$ cat config.mk
export PLATFORM = sky130hd
export DESIGN_NAME = priority_semaphore_wait_queues
export DESIGN_NICKNAME = d
export VERILOG_FILES = /design/src/sv/psq_pkg.sv /design/src/sv/psq_ctrl.sv /design/src/sv/psq_datapath.sv /design/src/sv/priority_semaphore_wait_queues.sv
export SDC_FILE = /design/constraint.sdc
export NUM_CORES = 1
export LEC_CHECK = 0
export BUFFER_PORTS_ARGS = -buffer_cell sky130_fd_sc_hd__buf_4
export CAP_MARGIN = 20
export CORE_MARGIN = 1.5
export CORE_UTILIZATION = 60
export CTS_BUF_LIST = sky130_fd_sc_hd__clkbuf_16
export DETAILED_ROUTE_END_ITERATION = 10
export GPL_TIMING_DRIVEN = 0
export PLACE_DENSITY = 0.78
export REMOVE_ABC_BUFFERS = 1
export SYNTH_ARGS = -nofsm -noshare
export SYNTH_HDL_FRONTEND = slang
export SYNTH_SLANG_ARGS = --single-unit
$ cat constraint.sdc
create_clock -name clk -period 10 [get_ports clk]
set_input_delay 2 -clock clk [delete_from_list [all_inputs] [get_ports clk]]
set_output_delay 2 -clock clk [all_outputs]
set_load 0.02 [all_outputs]
$ cat src/sv/psq_pkg.sv
package psq_pkg;

    localparam int NUM_SEMS_DEF        = 2;
    localparam int PRIORITY_LEVELS_DEF = 4;
    localparam int PROCESS_SLOTS_DEF   = 32;
    localparam int COUNT_BITS_DEF      = 16;

    localparam logic [1:0] REQ_WAIT   = 2'd0;
    localparam logic [1:0] REQ_SIGNAL = 2'd1;
    localparam logic [1:0] REQ_CANCEL = 2'd2;

    localparam logic [1:0] ST_OK      = 2'd0;
    localparam logic [1:0] ST_BLOCKED = 2'd1;
    localparam logic [1:0] ST_FAIL    = 2'd2;

    typedef struct packed {
        logic load;
        logic decide;
        logic link;
        logic unlink;
        logic emit;
    } psq_cmd_t;

    typedef struct packed {
        logic need_link;
        logic need_unlink;
        logic out_free;
    } psq_sts_t;

endpackage

$ cat src/sv/psq_ctrl.sv
module psq_ctrl
    import psq_pkg::*;
(
    input  logic     clk,
    input  logic     rst_n,
    input  logic     in_valid,
    output logic     in_stall,
    input  psq_sts_t sts,
    output psq_cmd_t cmd
);

    localparam logic [2:0] S_IDLE   = 3'd0;
    localparam logic [2:0] S_DEC    = 3'd1;
    localparam logic [2:0] S_LINK   = 3'd2;
    localparam logic [2:0] S_RD     = 3'd3;
    localparam logic [2:0] S_UNLINK = 3'd4;
    localparam logic [2:0] S_OUT    = 3'd5;

    logic [2:0] state_reg;
    logic [2:0] state_next;

    always_comb
    begin
        state_next = state_reg;
        cmd        = '0;
        case (state_reg)
            S_IDLE:
            begin
                if (in_valid)
                begin
                    cmd.load   = 1'b1;
                    state_next = S_DEC;
                end
            end
            S_DEC:
            begin
                cmd.decide = 1'b1;
                if (sts.need_link)
                begin
                    state_next = S_LINK;
                end
                else if (sts.need_unlink)
                begin
                    state_next = S_RD;
                end
                else
                begin
                    state_next = S_OUT;
                end
            end
            S_LINK:
            begin
                cmd.link   = 1'b1;
                state_next = S_OUT;
            end
            S_RD:
            begin
                state_next = S_UNLINK;
            end
            S_UNLINK:
            begin
                cmd.unlink = 1'b1;
                state_next = S_OUT;
            end
            S_OUT:
            begin
                if (sts.out_free)
                begin
                    cmd.emit   = 1'b1;
                    state_next = S_IDLE;
                end
            end
            default:
            begin
                state_next = S_IDLE;
            end
        endcase
    end

    assign in_stall = (state_reg != S_IDLE);

    always_ff @(posedge clk or negedge rst_n)
    begin
        if (!rst_n)
        begin
            state_reg <= S_IDLE;
        end
        else
        begin
            state_reg <= state_next;
        end
    end

endmodule

$ cat src/sv/psq_datapath.sv
module psq_datapath
    import psq_pkg::*;
#(
    parameter int NUM_SEMS        = NUM_SEMS_DEF,
    parameter int PRIORITY_LEVELS = PRIORITY_LEVELS_DEF,
    parameter int PROCESS_SLOTS   = PROCESS_SLOTS_DEF,
    parameter int COUNT_BITS      = COUNT_BITS_DEF
)
(
    input  logic       clk,
    input  logic       rst_n,
    input  psq_cmd_t   cmd,
    output psq_sts_t   sts,
    input  logic [1:0] req_type,
    input  logic [7:0] sem_index,
    input  logic [4:0] pid,
    input  logic [1:0] priority_req,
    output logic       out_valid,
    input  logic       out_stall,
    output logic [1:0] status,
    output logic       woken_valid,
    output logic [4:0] woken_pid
);

    localparam int QUEUES = NUM_SEMS * PRIORITY_LEVELS;
    localparam int SLOT_W = $clog2(PROCESS_SLOTS + 1);
    localparam int PID_W  = (PROCESS_SLOTS > 1) ? $clog2(PROCESS_SLOTS) : 1;
    localparam int SEM_W  = (NUM_SEMS > 1) ? $clog2(NUM_SEMS) : 1;
    localparam int LVL_W  = (PRIORITY_LEVELS > 1) ? $clog2(PRIORITY_LEVELS) : 1;
    localparam int Q_W    = (QUEUES > 1) ? $clog2(QUEUES) : 1;
    localparam logic [SLOT_W-1:0] NIL = SLOT_W'(PROCESS_SLOTS);

    logic [1:0] req_reg;
    logic [7:0] sem_reg;
    logic [4:0] pid_reg;
    logic [1:0] lvl_reg;

    logic [COUNT_BITS-1:0] count_reg [NUM_SEMS];
    logic [SLOT_W-1:0]     head_reg  [QUEUES];
    logic [SLOT_W-1:0]     tail_reg  [QUEUES];
    logic                  wait_reg  [PROCESS_SLOTS];
    logic [SEM_W-1:0]      wsem_reg  [PROCESS_SLOTS];
    logic [LVL_W-1:0]      wlvl_reg  [PROCESS_SLOTS];

    logic [SLOT_W-1:0] next_mem [PROCESS_SLOTS];
    logic [SLOT_W-1:0] prev_mem [PROCESS_SLOTS];
    logic [SLOT_W-1:0] next_rd_reg;
    logic [SLOT_W-1:0] prev_rd_reg;

    logic [Q_W-1:0]    q_reg;
    logic [SLOT_W-1:0] t_reg;
    logic [1:0]        res_status_reg;
    logic              res_wv_reg;
    logic [4:0]        res_wp_reg;
    logic              out_valid_reg;
    logic [1:0]        out_status_reg;
    logic              out_wv_reg;
    logic [4:0]        out_wp_reg;

    logic              sem_ok;
    logic              pid_ok;
    logic              lvl_ok;
    logic [SEM_W-1:0]  sem_i;
    logic [PID_W-1:0]  pid_i;
    logic [LVL_W-1:0]  lvl_i;
    logic [Q_W-1:0]    q_wait;
    logic [Q_W-1:0]    q_sig;
    logic              found;
    logic [SLOT_W-1:0] found_head;
    logic [SLOT_W-1:0] t_wait;
    logic [PID_W-1:0]  p_sel;
    logic [Q_W-1:0]    q_unl;
    logic [1:0]        dec_status;
    logic              dec_wv;
    logic              do_dec;
    logic              do_inc;
    logic              do_enq;
    logic              do_unl;

    logic              nx_we;
    logic [PID_W-1:0]  nx_wa;
    logic [SLOT_W-1:0] nx_wd;
    logic              pv_we;
    logic [PID_W-1:0]  pv_wa;
    logic [SLOT_W-1:0] pv_wd;

    assign sem_ok = (32'(sem_reg) < NUM_SEMS);
    assign pid_ok = (32'(pid_reg) < PROCESS_SLOTS);
    assign lvl_ok = (32'(lvl_reg) < PRIORITY_LEVELS);
    assign sem_i  = SEM_W'(sem_reg);
    assign pid_i  = PID_W'(pid_reg);
    assign lvl_i  = LVL_W'(lvl_reg);
    assign q_wait = Q_W'(int'(sem_i) * PRIORITY_LEVELS + int'(lvl_i));
    assign t_wait = tail_reg[q_wait];

    always_comb
    begin
        found      = 1'b0;
        found_head = NIL;
        q_sig      = '0;
        for (int l = 0; l < PRIORITY_LEVELS; l++)
        begin
            if (head_reg[Q_W'(int'(sem_i) * PRIORITY_LEVELS + l)] != NIL)
            begin
                found      = 1'b1;
                q_sig      = Q_W'(int'(sem_i) * PRIORITY_LEVELS + l);
                found_head = head_reg[q_sig];
            end
        end
    end

    always_comb
    begin
        dec_status = ST_FAIL;
        dec_wv     = 1'b0;
        do_dec     = 1'b0;
        do_inc     = 1'b0;
        do_enq     = 1'b0;
        do_unl     = 1'b0;
        p_sel      = pid_i;
        case (req_reg)
            REQ_WAIT:
            begin
                if (sem_ok && pid_ok && lvl_ok && !wait_reg[pid_i])
                begin
                    if (count_reg[sem_i] != '0)
                    begin
                        do_dec     = 1'b1;
                        dec_status = ST_OK;
                    end
                    else
                    begin
                        do_enq     = 1'b1;
                        dec_status = ST_BLOCKED;
                    end
                end
            end
            REQ_SIGNAL:
            begin
                if (sem_ok)
                begin
                    dec_status = ST_OK;
                    if (found)
                    begin
                        do_unl = 1'b1;
                        dec_wv = 1'b1;
                        p_sel  = PID_W'(found_head);
                    end
                    else
                    begin
                        do_inc = ~&count_reg[sem_i];
                    end
                end
            end
            REQ_CANCEL:
            begin
                if (pid_ok && wait_reg[pid_i])
                begin
                    do_unl     = 1'b1;
                    dec_status = ST_OK;
                end
            end
            default:
            begin
                dec_status = ST_FAIL;
            end
        endcase
    end

    assign q_unl = Q_W'(int'(wsem_reg[p_sel]) * PRIORITY_LEVELS + int'(wlvl_reg[p_sel]));

    assign sts.need_link   = do_enq && (t_wait != NIL);
    assign sts.need_unlink = do_unl;
    assign sts.out_free    = !out_valid_reg || !out_stall;

    always_comb
    begin
        nx_we = 1'b0;
        nx_wa = pid_i;
        nx_wd = NIL;
        pv_we = 1'b0;
        pv_wa = pid_i;
        pv_wd = t_wait;
        if (cmd.decide && do_enq)
        begin
            nx_we = 1'b1;
            pv_we = 1'b1;
        end
        else if (cmd.link)
        begin
            nx_we = 1'b1;
            nx_wa = PID_W'(t_reg);
            nx_wd = SLOT_W'(pid_i);
        end
        else if (cmd.unlink)
        begin
            nx_we = (prev_rd_reg != NIL);
            nx_wa = PID_W'(prev_rd_reg);
            nx_wd = next_rd_reg;
            pv_we = (next_rd_reg != NIL);
            pv_wa = PID_W'(next_rd_reg);
            pv_wd = prev_rd_reg;
        end
    end

    always_ff @(posedge clk)
    begin
        if (nx_we)
        begin
            next_mem[nx_wa] <= nx_wd;
        end
        if (pv_we)
        begin
            prev_mem[pv_wa] <= pv_wd;
        end
        if (cmd.decide)
        begin
            next_rd_reg <= next_mem[p_sel];
            prev_rd_reg <= prev_mem[p_sel];
        end
    end

    always_ff @(posedge clk)
    begin
        if (cmd.load)
        begin
            req_reg <= req_type;
            sem_reg <= sem_index;
            pid_reg <= pid;
            lvl_reg <= priority_req;
        end
        if (cmd.decide)
        begin
            q_reg          <= q_unl;
            t_reg          <= t_wait;
            res_status_reg <= dec_status;
            res_wv_reg     <= dec_wv;
            res_wp_reg     <= dec_wv ? 5'(p_sel) : 5'd0;
            if (do_enq)
            begin
                wsem_reg[pid_i] <= sem_i;
                wlvl_reg[pid_i] <= lvl_i;
            end
        end
        if (cmd.emit)
        begin
            out_status_reg <= res_status_reg;
            out_wv_reg     <= res_wv_reg;
            out_wp_reg     <= res_wp_reg;
        end
    end

    always_ff @(posedge clk or negedge rst_n)
    begin
        if (!rst_n)
        begin
            out_valid_reg <= 1'b0;
            for (int s = 0; s < NUM_SEMS; s++)
            begin
                count_reg[s] <= '0;
            end
            for (int q = 0; q < QUEUES; q++)
            begin
                head_reg[q] <= NIL;
                tail_reg[q] <= NIL;
            end
            for (int p = 0; p < PROCESS_SLOTS; p++)
            begin
                wait_reg[p] <= 1'b0;
            end
        end
        else
        begin
            if (cmd.emit)
            begin
                out_valid_reg <= 1'b1;
            end
            else if (!out_stall)
            begin
                out_valid_reg <= 1'b0;
            end
            if (cmd.decide)
            begin
                if (do_dec)
                begin
                    count_reg[sem_i] <= count_reg[sem_i] - 1'b1;
                end
                if (do_inc)
                begin
                    count_reg[sem_i] <= count_reg[sem_i] + 1'b1;
                end
                if (do_enq)
                begin
                    wait_reg[pid_i]  <= 1'b1;
                    tail_reg[q_wait] <= SLOT_W'(pid_i);
                    if (t_wait == NIL)
                    begin
                        head_reg[q_wait] <= SLOT_W'(pid_i);
                    end
                end
                if (do_unl)
                begin
                    wait_reg[p_sel] <= 1'b0;
                end
            end
            if (cmd.unlink)
            begin
                if (prev_rd_reg == NIL)
                begin
                    head_reg[q_reg] <= next_rd_reg;
                end
                if (next_rd_reg == NIL)
                begin
                    tail_reg[q_reg] <= prev_rd_reg;
                end
            end
        end
    end

    assign out_valid   = out_valid_reg;
    assign status      = out_status_reg;
    assign woken_valid = out_wv_reg;
    assign woken_pid   = out_wp_reg;

endmodule

$ cat src/sv/priority_semaphore_wait_queues.sv
// Channel   Handshake              Beat contents
// input     in_valid / in_stall    req_type, sem_index, pid, priority_req
// output    out_valid / out_stall  status, woken_valid, woken_pid
//
// A request is loaded and decided, then a wait that joins behind an existing tail
// links, or a signal or cancel that unlinks a slot reads its links and unlinks.
// Reset is asynchronous and clears counts, queue heads and tails and wait flags.
// A new beat is taken once the previous result is in the output register, and a
// stalled output holds back the following result and, until it is delivered, new beats.
module priority_semaphore_wait_queues
    import psq_pkg::*;
#(
    parameter int NUM_SEMS        = NUM_SEMS_DEF,
    parameter int PRIORITY_LEVELS = PRIORITY_LEVELS_DEF,
    parameter int PROCESS_SLOTS   = PROCESS_SLOTS_DEF,
    parameter int COUNT_BITS      = COUNT_BITS_DEF
)
(
    input  logic       clk,
    input  logic       rst_n,
    input  logic       in_valid,
    output logic       in_stall,
    input  logic [1:0] req_type,
    input  logic [7:0] sem_index,
    input  logic [4:0] pid,
    input  logic [1:0] priority_req,
    output logic       out_valid,
    input  logic       out_stall,
    output logic [1:0] status,
    output logic       woken_valid,
    output logic [4:0] woken_pid
);

    psq_cmd_t cmd;
    psq_sts_t sts;

    psq_ctrl u_ctrl (
        .clk      (clk),
        .rst_n    (rst_n),
        .in_valid (in_valid),
        .in_stall (in_stall),
        .sts      (sts),
        .cmd      (cmd)
    );

    psq_datapath #(
        .NUM_SEMS        (NUM_SEMS),
        .PRIORITY_LEVELS (PRIORITY_LEVELS),
        .PROCESS_SLOTS   (PROCESS_SLOTS),
        .COUNT_BITS      (COUNT_BITS)
    ) u_datapath (
        .clk          (clk),
        .rst_n        (rst_n),
        .cmd          (cmd),
        .sts          (sts),
        .req_type     (req_type),
        .sem_index    (sem_index),
        .pid          (pid),
        .priority_req (priority_req),
        .out_valid    (out_valid),
        .out_stall    (out_stall),
        .status       (status),
        .woken_valid  (woken_valid),
        .woken_pid    (woken_pid)
    );

endmodule

* Yosys cells after proc, flatten, opt, wreduce, memory -nomap -nowiden *
Memories as Yosys holds them, arrays and structs flattened. A register that Yosys moved wholly into a read port is not among the register bits.
Index checks and enable logic that the tools add are counted.

cells by class
  add/sub/neg operators = 7
  order comparisons = 19
  equality and inequality tests = 20
  muxes and demuxes = 133
  bitwise logic cells = 16
  reductions and logical operators = 20

operator list
  cell                                                                                  count
  48-bit two-way mux                                                                    9
  48-bit bitwise mux                                                                    4
  32-bit two-way mux                                                                    6
  6-bit binary-select mux with 3-bit select                                             9
  6-bit two-way mux                                                                     18
  5-bit two-way mux                                                                     21
  32-bit bitwise mux                                                                    2
  16-bit two-way mux                                                                    4
  1-bit two-way mux                                                                     44
  6-bit inequality test (second input constant)                                         7
  6-bit demux with 3-bit select                                                         2
  32-bit AND                                                                            1
  32-bit NOT                                                                            1
  32-bit OR                                                                             1
  4-bit greater-or-equal comparator (second input constant)                             6
  3-bit NOT with 4-bit output                                                           6
  6-bit == test (second input constant)                                                 3
  16-bit by 1-bit adder with 16-bit output (second input constant)                      1
  16-bit demux with 1-bit select                                                        1
  3-bit by 4-bit greater-or-equal comparator with 1-bit output (second input constant)  4
  16-bit AND reduction                                                                  1
  16-bit nonzero test                                                                   1
  16-bit by 1-bit subtractor with 16-bit output (second input constant)                 1
  3-bit case mux with 5 select lines                                                    1
  other kinds (33)                                                                      61

word-level totals
  register bits = 205
  bits in writable memories = 480
  bits of input ports = 21
  output and inout port bits = 10
  memories = 4

memories
  memory               words  bits a word  read ports  clocked after Yosys merged registers in  wr ports  line                text
  u_datapath.next_mem  32     6            1           1                                        1         psq_datapath.sv:45  logic [SLOT_W-1:0] next_mem [PROCESS_SLOTS];
  u_datapath.prev_mem  32     6            1           1                                        1         psq_datapath.sv:46  logic [SLOT_W-1:0] prev_mem [PROCESS_SLOTS];
  u_datapath.wlvl_reg  32     2            1           0                                        1         psq_datapath.sv:43  logic [LVL_W-1:0] wlvl_reg [PROCESS_SLOTS];
  u_datapath.wsem_reg  32     1            1           0                                        1         psq_datapath.sv:42  logic [SEM_W-1:0] wsem_reg [PROCESS_SLOTS];

* Depth between registers and ports, before layout *
  depth in word-level cells = 20
  mapped depth = 16
  depth with buffers taken out = 10

* Cells and area by module *
A second synthesis with hierarchy kept.

second synthesis, totals
  cells, all modules = 2,056
  area, all modules = 30,359.1 µm²

modules (own cells, without submodules)
  module        instances  cells an instance  area each (µm²)
  psq_datapath  1          2,033              30,172.7
  psq_ctrl      1          23                 186.4

* Worst setup path before layout *
OpenSTA, ideal clock, no wires.

  path kind = register to register
  start point = reg u_datapath.sem_reg[0]
  end point = mem u_datapath.prev_mem[0][0] in the netlist's numbering (enable)
  library setup time = 0.350 ns
  data arrival time = 4.271 ns
  required time = 9.650 ns
  path slack = 5.379 ns
  stages on the path, launching flop included = 16
  period minus slack after synthesis = 4.621 ns
  path through = edfxtp_1 buf_2 buf_2 buf_4 buf_2 mux2i_1 ha_1 o221a_2 nor4b_2 nor4b_2 nand2_1 nor2_1 a21oi_1 or3b_2 clkbuf_1 nor2_1

on the way
  word-level cells in the longest chain between the ends = 12

ends and longest elaborated chain
  item                                                   line                 text
  from (decl)                                            psq_datapath.sv:34   logic [7:0] sem_reg;
  from (signal assigned)                                 psq_datapath.sv:228  sem_reg <= sem_index;
  1-bit NOT with 2-bit output (implied by the code)      psq_datapath.sv:126  if (count_reg[sem_i] != '0)
  16-bit two-way mux (implied by the code) (3 in a row)  psq_datapath.sv:126
  16-bit nonzero test                                    psq_datapath.sv:126
  1-bit two-way mux                                      psq_datapath.sv:126
  1-bit two-way mux (*)                                  psq_datapath.sv:124  if (sem_ok && pid_ok && lvl_ok && !wait_reg[pid_i])
  1-bit two-way mux (*)                                  psq_datapath.sv:121  case (req_reg)
  1-bit logical AND (*)                                  psq_datapath.sv:184  if (cmd.decide && do_enq)
  1-bit two-way mux                                      psq_datapath.sv:184
  1-bit two-way mux                                      psq_datapath.sv:212  if (pv_we)
  1-bit two-way mux (implied by the code)                psq_datapath.sv:214  prev_mem[pv_wa] <= pv_wd;
  to (decl)                                              psq_datapath.sv:46

Every way passes the cells marked *; elsewhere a longest branch is shown, timed or not. The select of a mux whose other input is x is not followed.

* Final worst setup path *
  start point = reg u_datapath.sem_reg[0]
  end point = reg u_datapath.prev_rd_reg[0] (read register of u_datapath.prev_mem) (data pin)

on the way
  word-level cells in the longest chain between the ends = 12

ends and longest elaborated chain
  item                                                                                          line                                      text
  3-bit by 1-bit adder with 3-bit output or 3-bit NOT (tied branches)                           psq_datapath.sv:103, psq_datapath.sv:106
  3-bit NOT (implied by the code) or 6-bit binary-select mux with 3-bit select (tied branches)  psq_datapath.sv:103                       if (head_reg[Q_W'(int'(sem_i) * PRIORITY_LEVELS + l)] != NIL)
  6-bit binary-select mux with 3-bit select or 6-bit two-way mux (tied branches)                psq_datapath.sv:103
  6-bit two-way mux (implied by the code)                                                       psq_datapath.sv:103
  6-bit two-way mux (implied by the code) or 6-bit inequality test (tied branches)              psq_datapath.sv:103
  6-bit inequality test, or another cell as far along                                           psq_datapath.sv:103
  5-bit two-way mux or 1-bit two-way mux (tied branches) (3 in a row)                           psq_datapath.sv:103
  5-bit two-way mux                                                                             psq_datapath.sv:143                       if (found)
  5-bit two-way mux (*)                                                                         psq_datapath.sv:140                       if (sem_ok)
  5-bit two-way mux (*)                                                                         psq_datapath.sv:121
  to (decl)                                                                                     psq_datapath.sv:48                        logic [SLOT_W-1:0] prev_rd_reg;

Marked as above.
A chain may end at the register's enable or synchronous reset.

==> results.toml <==
[grt]
antenna_found_initial = 0
grt_overflow = 0
grt_usage_pct = 30.13
grt_pass1_vias = 21290
grt_pass1_wl_um = 122000
grt_max_degree = 107

[clocking]
cts-hold-fix-buffers = 0
clkLatencyLatePin_ns = 0.62
cts_sinks = 697
tritoncts = "built"
cts-root-buf = "clkbuf_16"
cts_buffers = 72
h-tree-depth = 3
post_cts_buffers = 0
clk_pin_slew_ns = 0.06
cts.path.max_buffers = 3
cts_resized = 0

[worst_hold_path]
hold_class = "reg -> reg"

[detailed_routing]
wl_um = 79750
drtAntennaViolNets = 0
drtIter0Drc = 3009
viasPerCell = 6.784
vias = 21700
drc_errors = 0
route.detailed.wl_per_inst_um = 24.94
dr.pass1.iters = 6

[logic_synthesis]
ys.flop_type = "edfxtp_1"
avgSynthCellArea_sq_um = 12.43
synth-edff-count = 533
synth_area_sq_um = 30820
postSynth.asyncResetShare_pct = 23.53
yosys_warnings = 0
yosysUniqueCellTypes = 86
synth_xor_area_share_pct = 0.6251
synth_top_family_by_area = "compound AO/OA/AOI/OAI gates"
synthMuxAreaShare_pct = 6.905
synth-compound-area-share_pct = 12.93
synth-seq-cells = 697
syn_inst = 2479
synth_fa_ha_area_share_pct = 0.2436
synth_simple_gate_area_share_pct = 11.41
yosysSeqAreaShare_pct = 65.31

[power_and_ir_drop]
leakagePower_nw = 12.60
power_mw = 7.621
cellPowerDensity_nw_per_um2 = 219.8
ir_drop_uv = 174.9

[timing]
max_freq_mhz = 167.7
finalHoldViolations = 0
setup_viol = 0
post-route-period-util_pct = 59.62
drv_slew = 0
layout_min_cycle_time_ns = 5.962
tightest_slew_ns = 1.067
rsz0062_at_grt = "false"
hold_slack_ns = 0.4218
max_slew_margin_pct = 28.68
fin_worst_skew_ns = 0.03612

[worst_setup_path]
cp_slowest_cell = "a2111oi_1"
worstPathRequired_ns = 10.31
worstPathArrival_ns = 6.27
cp_top_family = "compound AO/OA/AOI/OAI gates"
cp-end-kind = "flip-flop"
critPathBufInv = 6
crit_top_cell = "buf_16"
slowest_delay_ns = 0.91
path_cells = "buf_16 -> or4b_1 -> nor3_1 -> o21ai_0 -> o21ai_4 -> inv_2 -> o22ai_4 -> buf_16 -> buf_12 -> buf_16 -> buf_16 -> a32oi_1 -> a2111oi_1 -> nand3_1"
criticalPathCategory = "reg -> reg"
critPathLaunchType = "flip-flop"
crit_fanout = 32

[cells_and_area]
drive_above_1_share_pct = 11.24
register_area_sq_um = 20130
syn_to_final_growth_pct = 12.49
finalInstanceArea_sq_um = 34670
fill_cells = 3292
instances_no_fill = 3198
antenna_cells = 0
final_nets = 2496
layout_common_cells = "edfxtp_1 (533), nand2_1 (310), a21oi_1 (294)"
final_common_cell = "edfxtp_1"
multi_input_comb_area_sq_um = 10000

[run_status]
status = "finished, final reports clean"

[floorplanning]
die-area_sq_um = 52740
fp-row-count = 82
core_area_sq_um = 50380
dieWidth_um = 229.7
pin_count = 31
chipHeight_um = 229.7
initial_utilization_pct = 61.19

[placed_design]
gp_congestion = 0.9195
portBuffers = 30
hpwl_um = 50550
placed_cell_area_sq_um = 32280
dp_cells = 3063

[job]
drv_cap = 0
==> synthesized netlist by cell type, drive strengths merged, types with 33 or more instances <==
cell type	number	area [sq um]
nand2	310	1164
dfrtp	148	3704
a21oi	297	1486
a221oi	52	455.4
buf	76	389.1
o21ai	49	256.5
clkbuf	87	326.6
mux2i	132	1325
edfxtp	533	16010
a22oi	39	292.8
a2bb2oi	33	295.3
nand3	41	205.2
nor3	37	190.2
nor2	273	1040
==> cell type report <==
| cell class | count | share of cell area (%) |
|---|---|---|
| Inverter | 21 | 0.2273 |
| Sequential cell | 697 | 58.05 |
| Multi-Input combinational cell | 1598 | 28.85 |
| Clock buffer | 76 | 5.485 |
| Tap cell | 672 | 2.425 |
| Clock inverter | 55 | 1.144 |
| Timing Repair Buffer | 79 | 3.811 |
==> cell families after synthesis <==
kind of cell / count (synthesis)
compound gates: 613
xor+xnor: 22
fa+ha+maj: 6
buf+inv: 184
flops: 697
mux: 171
simple gates: 786
==> final timing paths <==
kind / start / end / slack [ns] / depth (start not counted)
worst max-delay path: u_datapath.sem_reg[0] / u_datapath.prev_rd_reg[0] / 4.04 / 14
worst min-delay path: u_datapath.res_wp_reg[0] / u_datapath.woken_pid[0] / 0.42 / 0
worst max register to register: u_datapath.sem_reg[0] / u_datapath.prev_rd_reg[0] / 4.04 / 14
worst min register to register: u_datapath.res_wp_reg[0] / u_datapath.woken_pid[0] / 0.42 / 0
max in group asynchronous: rst_n / u_datapath.tail_reg[22] / 7.71 / 2
min in group asynchronous: rst_n / u_ctrl.state_reg[0] / 1.32 / 1
==> where the power goes <==
group / leakage (nW) / internal [mW] / total [mW] / switching, mW
registers: 7.12 / 3.49 / 3.69 / 0.206
clock network: 1.19 / 1.51 / 2.62 / 1.11
logic: 4.28 / 0.413 / 1.31 / 0.896
==> metrics by stage <==
stage | setup slack (ns) | utilization [%] | TNS [ns]
final | 4.038 | 68.83 | 0
after global routing | 3.883 | 68.83 | 0
after CTS | 4.123 | 68.65 | 0
after detailed placement | 4.207 | 64.08 | 0
after global placement | -9.420 | 61.88 | -295.59
after floorplan | -2.157 | - | -54.42
==> routing by layer <==
metal | GRT usage (%) | part of all wire, % | up-vias
met5 | 0 | 0 | -
met1 | 41.03 | 37 | 10690
li1 | - | - | 9336
met4 | 13.47 | 4.1 | 0
met2 | 47.07 | 48 | 1419
met3 | 6.436 | 11 | 254
==> worst reg2reg max path: stages, from the launching register on <==
cell and delay [ns]:
edfxtp_1 0.65, buf_16 0.28, or4b_1 0.58, nor3_1 0.38
o21ai_0 0.25, o21ai_4 0.33, inv_2 0.28, o22ai_4 0.78
buf_16 0.27, buf_12 0.21, buf_16 0.20, buf_16 0.19
a32oi_1 0.16, a2111oi_1 0.91, nand3_1 0.17
Note: power is estimated with default switching activity, not from simulation.
